==> src/rtl/core/hcp_pkg.sv <==
// ----------------------------------------------------------------------------
// hcp_pkg
// Types, constants and lookup tables for the humidity compensation pipeline.
// ----------------------------------------------------------------------------
package hcp_pkg;

  localparam int unsigned RAW_W   = 16;
  localparam int unsigned TEMP_W  = 12;
  localparam int unsigned HUM_W   = 10;
  localparam int unsigned AH_W    = 11;
  localparam int unsigned COMP_W  = 9;
  localparam int unsigned PIPE_N  = 8;

  localparam logic [14:0] TEMP_GAIN   = 15'd21875;
  localparam logic [18:0] TEMP_OFFSET = 19'd45000;
  localparam logic [13:0] HUM_GAIN    = 14'd12500;
  localparam logic [17:0] RECIP_100   = 18'd167773;     // ceil(2^24 / 100)
  localparam logic [14:0] TEMP_FUDGE  = 15'd8225;
  localparam logic [13:0] HUM_FUDGE   = 14'd8397;
  localparam logic [6:0]  NORM_GAIN   = 7'd82;
  localparam logic [19:0] OFFS_BIAS   = 20'd19500;      // -500 then +20000, wrap cancels
  localparam logic [19:0] TAB_STEP    = 20'd10000;
  localparam logic [19:0] TAB_LIMIT   = 20'd90000;
  localparam logic [29:0] RECIP_10K   = 30'd879609303;  // ceil(2^43 / 10000)
  localparam logic [21:0] RECIP_1000  = 22'd2147484;    // ceil(2^31 / 1000)
  localparam logic [17:0] TAB_LAST    = 18'd198277;
  localparam logic [14:0] COMP_GAIN   = 15'd16777;
  localparam logic [18:0] COMP_LIMIT  = 19'd256000;

  typedef struct packed {
    logic [RAW_W-1:0] raw_temp_word;
    logic [RAW_W-1:0] raw_hum_word;
  } hcp_in_t;

  typedef struct packed {
    logic signed [TEMP_W-1:0] temp_deci_c;
    logic [HUM_W-1:0]         hum_deci_pct;
    logic [AH_W-1:0]          abs_hum_value;
    logic [COMP_W-1:0]        comp_word;
    logic                     comp_valid;
  } hcp_out_t;

  function automatic logic [17:0] ah_tab(input logic [3:0] seg);
    logic [17:0] v;
    case (seg)
      4'd0:    v = 18'd1078;
      4'd1:    v = 18'd2364;
      4'd2:    v = 18'd4849;
      4'd3:    v = 18'd9383;
      4'd4:    v = 18'd17243;
      4'd5:    v = 18'd30264;
      4'd6:    v = 18'd50983;
      4'd7:    v = 18'd82785;
      4'd8:    v = 18'd130048;
      default: v = TAB_LAST;
    endcase
    return v;
  endfunction

  function automatic logic [16:0] ah_diff(input logic [3:0] seg);
    logic [16:0] v;
    case (seg)
      4'd0:    v = 17'd1286;
      4'd1:    v = 17'd2485;
      4'd2:    v = 17'd4534;
      4'd3:    v = 17'd7860;
      4'd4:    v = 17'd13021;
      4'd5:    v = 17'd20719;
      4'd6:    v = 17'd31802;
      4'd7:    v = 17'd47263;
      4'd8:    v = 17'd68229;
      default: v = 17'd0;
    endcase
    return v;
  endfunction

endpackage

==> src/rtl/core/humidity_compensation_pipeline.sv <==
// ----------------------------------------------------------------------------
// humidity_compensation_pipeline
// Raw temperature/humidity pair to calibrated values and gas compensation word.
// ----------------------------------------------------------------------------
// Usage:
//   Drive a raw sensor pair on sample and raise start; the beat is taken at
//   a rising edge with start high and busy low. One result beat per sample
//   appears on result, marked by strobe for exactly one cycle; result and
//   strobe are both registered by stage 8, in the same cycle.
//   The receiver must take it in that cycle.
//   Throughput is one sample per cycle while busy is low: eight register
//   stages, with at most one multiplier on any path through a stage
//   (conversions, reciprocal divisions by 100, 10000 and 1000, table
//   interpolation, compensation scaling).
//   Results leave in the order samples were taken.
//   Synchronous reset (rst) empties the pipeline, drops every beat in
//   flight and holds busy high until the first clock edge with rst low;
//   busy is low at all other times.
// ----------------------------------------------------------------------------
module humidity_compensation_pipeline (
  input  logic             clk,
  input  logic             rst,
  input  logic             start,
  output logic             busy,
  input  hcp_pkg::hcp_in_t sample,
  output logic             strobe,
  output hcp_pkg::hcp_out_t result
);
  import hcp_pkg::*;

  logic [PIPE_N-1:0] vld;

  // stage 1
  logic [30:0]        m1_t;
  logic [29:0]        m1_h;
  logic signed [18:0] td;
  logic [16:0]        td_mag;
  logic               s1_neg;
  logic [16:0]        s1_tmag;
  logic [16:0]        s1_h;

  // stage 2
  logic [34:0]              m2_t;
  logic [34:0]              m2_h;
  logic [TEMP_W-1:0]        tq;
  logic signed [TEMP_W-1:0] s2_temp;
  logic [HUM_W-1:0]         s2_hum;

  // stage 3
  logic signed [26:0]       m3_t;
  logic [31:0]              t_word;
  logic [23:0]              m3_h;
  logic signed [TEMP_W-1:0] s3_temp;
  logic [HUM_W-1:0]         s3_hum;
  logic [19:0]              s3_offs;
  logic [9:0]               s3_hs;

  // stage 4
  logic [3:0]               seg;
  logic [16:0]              rem_w;
  logic [30:0]              m4_p;
  logic [16:0]              m4_n;
  logic signed [TEMP_W-1:0] s4_temp;
  logic [HUM_W-1:0]         s4_hum;
  logic [3:0]               s4_seg;
  logic                     s4_clamp;
  logic [29:0]              s4_prod;
  logic [3:0]               s4_norm;
  logic                     s4_hz;

  // stage 5
  logic [59:0]              m5_i;
  logic signed [TEMP_W-1:0] s5_temp;
  logic [HUM_W-1:0]         s5_hum;
  logic [17:0]              s5_base;
  logic [3:0]               s5_norm;
  logic                     s5_hz;

  // stage 6
  logic signed [TEMP_W-1:0] s6_temp;
  logic [HUM_W-1:0]         s6_hum;
  logic [21:0]              s6_x;
  logic                     s6_hz;

  // stage 7
  logic [43:0]              m7_q;
  logic signed [TEMP_W-1:0] s7_temp;
  logic [HUM_W-1:0]         s7_hum;
  logic [AH_W-1:0]          s7_ah;

  // stage 8
  logic [25:0]              m8_c;
  logic                     ah_ok;

  always_ff @(posedge clk) begin
    if (rst) begin
      busy <= 1'b1;
      vld  <= '0;
    end else begin
      busy <= 1'b0;
      vld  <= {vld[PIPE_N-2:0], start & ~busy};
    end
  end

  assign strobe = vld[PIPE_N-1];

  // stage 1: raw to scaled units, temperature offset, magnitude
  assign m1_t   = 31'(sample.raw_temp_word) * 31'(TEMP_GAIN);
  assign m1_h   = 30'(sample.raw_hum_word) * 30'(HUM_GAIN);
  assign td     = $signed({1'b0, m1_t[30:13]}) - $signed(TEMP_OFFSET);
  assign td_mag = td[18] ? 17'(-td) : td[16:0];

  always_ff @(posedge clk) begin
    s1_neg  <= td[18];
    s1_tmag <= td_mag;
    s1_h    <= m1_h[29:13];
  end

  // stage 2: divide by 100, truncating toward zero
  assign m2_t = 35'(s1_tmag) * 35'(RECIP_100);
  assign m2_h = 35'(s1_h) * 35'(RECIP_100);
  assign tq   = {1'b0, m2_t[34:24]};

  always_ff @(posedge clk) begin
    s2_temp <= s1_neg ? -$signed(tq) : $signed(tq);
    s2_hum  <= m2_h[33:24];
  end

  // stage 3: fudge factors, 32-bit wrap, table offset
  assign m3_t   = s2_temp * $signed({12'd0, TEMP_FUDGE});
  assign t_word = {{5{m3_t[26]}}, m3_t};
  assign m3_h   = 24'(s2_hum) * 24'(HUM_FUDGE);

  always_ff @(posedge clk) begin
    s3_temp <= s2_temp;
    s3_hum  <= s2_hum;
    s3_offs <= {1'b0, t_word[31:13]} + OFFS_BIAS;
    s3_hs   <= m3_h[22:13];
  end

  // stage 4: segment, remainder, slope product, normalized humidity
  always_comb begin
    seg = 4'd0;
    for (int i = 1; i <= 8; i++) begin
      if (s3_offs >= 20'(i) * TAB_STEP) begin
        seg = 4'(i);
      end
    end
  end

  assign rem_w = s3_offs[16:0] - 17'(20'(seg) * TAB_STEP);
  assign m4_p  = 31'(ah_diff(seg)) * 31'(rem_w[13:0]);
  assign m4_n  = 17'(s3_hs) * 17'(NORM_GAIN);

  always_ff @(posedge clk) begin
    s4_temp  <= s3_temp;
    s4_hum   <= s3_hum;
    s4_seg   <= seg;
    s4_clamp <= s3_offs >= TAB_LIMIT;
    s4_prod  <= m4_p[29:0];
    s4_norm  <= m4_n[16:13];
    s4_hz    <= s3_hs == 10'd0;
  end

  // stage 5: divide slope product by step, add segment base, clamp at table limit
  assign m5_i = 60'(s4_prod) * 60'(RECIP_10K);

  always_ff @(posedge clk) begin
    s5_temp <= s4_temp;
    s5_hum  <= s4_hum;
    s5_base <= s4_clamp ? TAB_LAST : ah_tab(s4_seg) + 18'(m5_i[59:43]);
    s5_norm <= s4_norm;
    s5_hz   <= s4_hz;
  end

  // stage 6: scale by normalized humidity
  always_ff @(posedge clk) begin
    s6_temp <= s5_temp;
    s6_hum  <= s5_hum;
    s6_x    <= 22'(s5_base) * 22'(s5_norm);
    s6_hz   <= s5_hz;
  end

  // stage 7: divide by 1000, zero humidity gives zero
  assign m7_q = 44'(s6_x) * 44'(RECIP_1000);

  always_ff @(posedge clk) begin
    s7_temp <= s6_temp;
    s7_hum  <= s6_hum;
    s7_ah   <= s6_hz ? '0 : m7_q[41:31];
  end

  // stage 8: compensation word and range flag
  assign m8_c  = 26'(s7_ah) * 26'(COMP_GAIN);
  assign ah_ok = 19'(s7_ah) < COMP_LIMIT;

  always_ff @(posedge clk) begin
    result.temp_deci_c   <= s7_temp;
    result.hum_deci_pct  <= s7_hum;
    result.abs_hum_value <= s7_ah;
    result.comp_word     <= ah_ok ? m8_c[24:16] : '0;
    result.comp_valid    <= ah_ok;
  end

endmodule
==> config.mk <==
export PLATFORM = sky130hd
export DESIGN_NAME = humidity_compensation_pipeline
export DESIGN_NICKNAME = d
export VERILOG_FILES = /design/src/rtl/core/hcp_pkg.sv /design/src/rtl/core/humidity_compensation_pipeline.sv
export SDC_FILE = /design/constraint.sdc
export NUM_CORES = 2
export LEC_CHECK = 0
export BUFFER_PORTS_ARGS = -buffer_cell sky130_fd_sc_hd__buf_2
export CAP_MARGIN = 25
export CORE_MARGIN = 1
export CORE_UTILIZATION = 36
export DETAILED_ROUTE_END_ITERATION = 6
export PLACE_DENSITY_LB_ADDON = 0.08
export SLEW_MARGIN = 5
export SYNTH_ARGS = -nofsm -noshare
export SYNTH_HDL_FRONTEND = slang
export SYNTH_SLANG_ARGS = --single-unit
==> constraint.sdc <==
create_clock -name clk -period 9.8 [get_ports clk]
set_input_delay 0 -clock clk [delete_from_list [all_inputs] [get_ports clk]]
set_output_delay 0 -clock clk [all_outputs]
set_load 0.05 [all_outputs]
==> flow_summary.json <==
{
  "slew_viol_final": 0,
  "status": "completed",
  "final.setup_skew_ps": 47.1,
  "grt_pass1_wl_mm": 234,
  "grt_max_degree": 21,
  "num_vias": 39457,
  "worstPathArrival_ps": 9880,
  "synth_edf_count": 0,
  "cp-start-kind": "flip-flop",
  "synth_cell_types": 84,
  "fin_util_pct": 39.6,
  "io_buffer_count": 78,
  "max-slew-margin-rel_pct": 41.5,
  "dpl.hpwl_mm": 128,
  "fillers": 17100,
  "clkLatencyLatePin_ps": 650,
  "avgSynthCellArea_um2": 9.96,
  "min_period_ps": 9390,
  "cts_buffers": 46,
  "drt-initial-drc-count": 1132,
  "dieHeight_um": 416,
  "yosysSeqAreaShare_pct": 11.4,
  "ys_top_cells_by_area": "fa_1 (33%), ha_1 (29%), dfxtp_1 (11%)",
  "wl_per_cell_um": 16.5,
  "synth_fp_nets": 8680,
  "place_ws_ps": 99.9,
  "fin_ws_ps": 407,
  "io_pins": 80,
  "dr.pass1.iters": 5,
  "viasPerCell": 4.57,
  "area_growth_pct": 9.05,
  "async_flop_share_pct": 0,
  "cts_tree": "done",
  "synth_common_cells": "inv_1 (1817), ha_1 (1438), fa_1 (1018), dfxtp_1 (352), nor2_1 (218)",
  "path_class": "reg -> reg",
  "drv_cap": 0,
  "worst-path-max-fanout": 8,
  "grt_overflow_total": 0,
  "setup_violations": 0,
  "multi_input_comb_area_mm2": 0.0478,
  "rsz0062_at_grt": "false",
  "yosysTopAreaCell": "fa_1",
  "coreArea_mm2": 0.170,
  "setup_tns_ps": 0,
  "root_buffer": "clkbuf_16",
  "drive_above_1_share_pct": 5.34,
  "postRouteAntennaNets": 0,
  "route.detailed.drc": 0,
  "fin_cells": 8638,
  "max_freq_mhz": 106,
  "cts_max_level": 2,
  "hp-class": "in -> reg",
  "die_w_um": 416,
  "clock_sinks": 352,
  "wirelength_mm": 143,
  "seqCellArea_mm2": 0.00705,
  "crit_start": "s4_prod[8]",
  "antennaDiodeCount": 0,
  "min_from": "sample[14]",
  "fin_crit_sh_pct": 95.8,
  "yosysMostFrequentCell": "inv_1",
  "syn_area_mm2": 0.0617,
  "die_area_mm2": 0.173,
  "dp.cells": 8551,
  "path_clk_slew_ps": 60,
  "gp_congestion": 0.848,
  "syn-instance-count": 6189,
  "antenna_found_initial": 1,
  "yosysTopAreaCellShare_pct": 33.0,
  "finalHoldViolCount": 0,
  "grtUsageTotal_pct": 17.1,
  "initial_utilization_pct": 36.3,
  "worstReg2RegStart": "s4_prod[8]",
  "grt_pass1_vias": 43139,
  "cts_max_path_buffers": 3,
  "cp_common_cell": "fa_1",
  "end_kind": "flip-flop",
  "required_ps": 10280,
  "yosys_warnings": 0,
  "final_nets": 8875,
  "fp-row-count": 151,
  "yosys_most_used_dff": "dfxtp_1",
  "synth_seq_cells": 352,
  "crit_slowest_cell": "fa_1",
  "slowest_delay_ps": 550,
  "max_slew.worst_pin.slew_ps": 870
}
-- cells by family after synthesis --
group | after synthesis | share of synthesized area [%]
fa+ha+maj | 2459 | 62.3
buf+inv | 1858 | 11.3
simple gates | 768 | 6.09
compound gates | 540 | 5.85
flops | 352 | 11.4
xor+xnor | 204 | 2.90
mux | 7 | 0.126
other cells | 1 | 0.00608
-- critical path: cells and delay by family (launching register included) --
family / cells / cell delay [ps]
AO/OA/AOI/OAI: 19 / 3600
XOR/XNOR: 1 / 100
adder cells (fa/ha/maj): 10 / 4500
buffers and inverters: 6 / 560
flip-flops: 1 / 330
AND/OR/NAND/NOR: 2 / 170
-- state kept, by name, indices dropped and copies added, names as in the netlist, 11 cells and up, named ones only --
signal,count
s4_temp,12
s4_prod,30
s5_base,18
s6_x,22
s6_temp,12
s5_temp,12
result,42
s7_temp,12
s1_h,17
s3_offs,16
s7_ah,11
s3_temp,12
s1_tmag,17
s2_temp,12
-- through the flow --
step / cell area [um^2] / hold WS [ps]
2_1_floorplan: 61700 / 27.7
3_3_place_gp: 65500 / 219
3_5_place_dp: 65500 / 225
4_1_cts: 67100 / 12.8
5_1_grt: 67200 / 101
6_report: 67200 / 71.0
-- placed cells by master, fill, tap and decap left out, drive strengths merged, types with 26 or more instances in the layout --
| cell type | instances |
|---|---|
| nor2 | 219 |
| and3 | 32 |
| inv | 1825 |
| dfxtp | 352 |
| nand2b | 32 |
| nand4 | 26 |
| and2 | 63 |
| nand2 | 183 |
| clkbuf | 56 |
| a21oi | 150 |
| o21ai | 95 |
| o21a | 37 |
| xnor2 | 152 |
| a21o | 71 |
| nand3 | 44 |
| o21bai | 27 |
| buf | 182 |
| nor2b | 42 |
| ha | 1438 |
| nor3 | 53 |
| xor2 | 52 |
| fa | 1018 |
-- layout make-up --
| cell class | instances | share of cell area (%) |
|---|---|---|
| Tap cell | 2218 | 4.13 |
| Timing Repair Buffer | 184 | 1.81 |
| Clock inverter | 28 | 0.484 |
| Sequential cell | 352 | 10.5 |
| Inverter | 1821 | 10.2 |
| Clock buffer | 56 | 1.89 |
| Multi-Input combinational cell | 3979 | 71.0 |
-- worst paths after layout --
| kind | to | slack, ps | cells past startpoint |
|---|---|---|---|
| setup / recovery | s5_base[16] | 410 | 38 |
| hold / removal | s1_h[16] | 70 | 5 |
| setup reg to reg | s5_base[16] | 410 | 38 |
| hold reg to reg | s7_temp[10] | 320 | 0 |
-- layer usage --
layer  up-vias  track usage (%)  wire length [um]  share of wire (%)
met5         -                0                 0                  0
met4         0             2.53              1900                1.3
met3        86             1.53              2980                2.1
met2       313             29.1             68200                 48
met1     19329             23.9             69600                 49
li1      19729                -                 -                  -
-- timing repair --
| action | in CTS | in global routing |
|---|---|---|
| endpoints found under the hold margin | 9 | 0 |
| hold buffers | 2 | 0 |
| resized for setup | 0 | 41 |
| setup buffers | 0 | 1 |
| setup endpoints to repair | 0 | 11 |
Power is left out: the tool's default activity adds up to more than one toggle a clock period on the data nets, which glitch-free logic cannot reach.
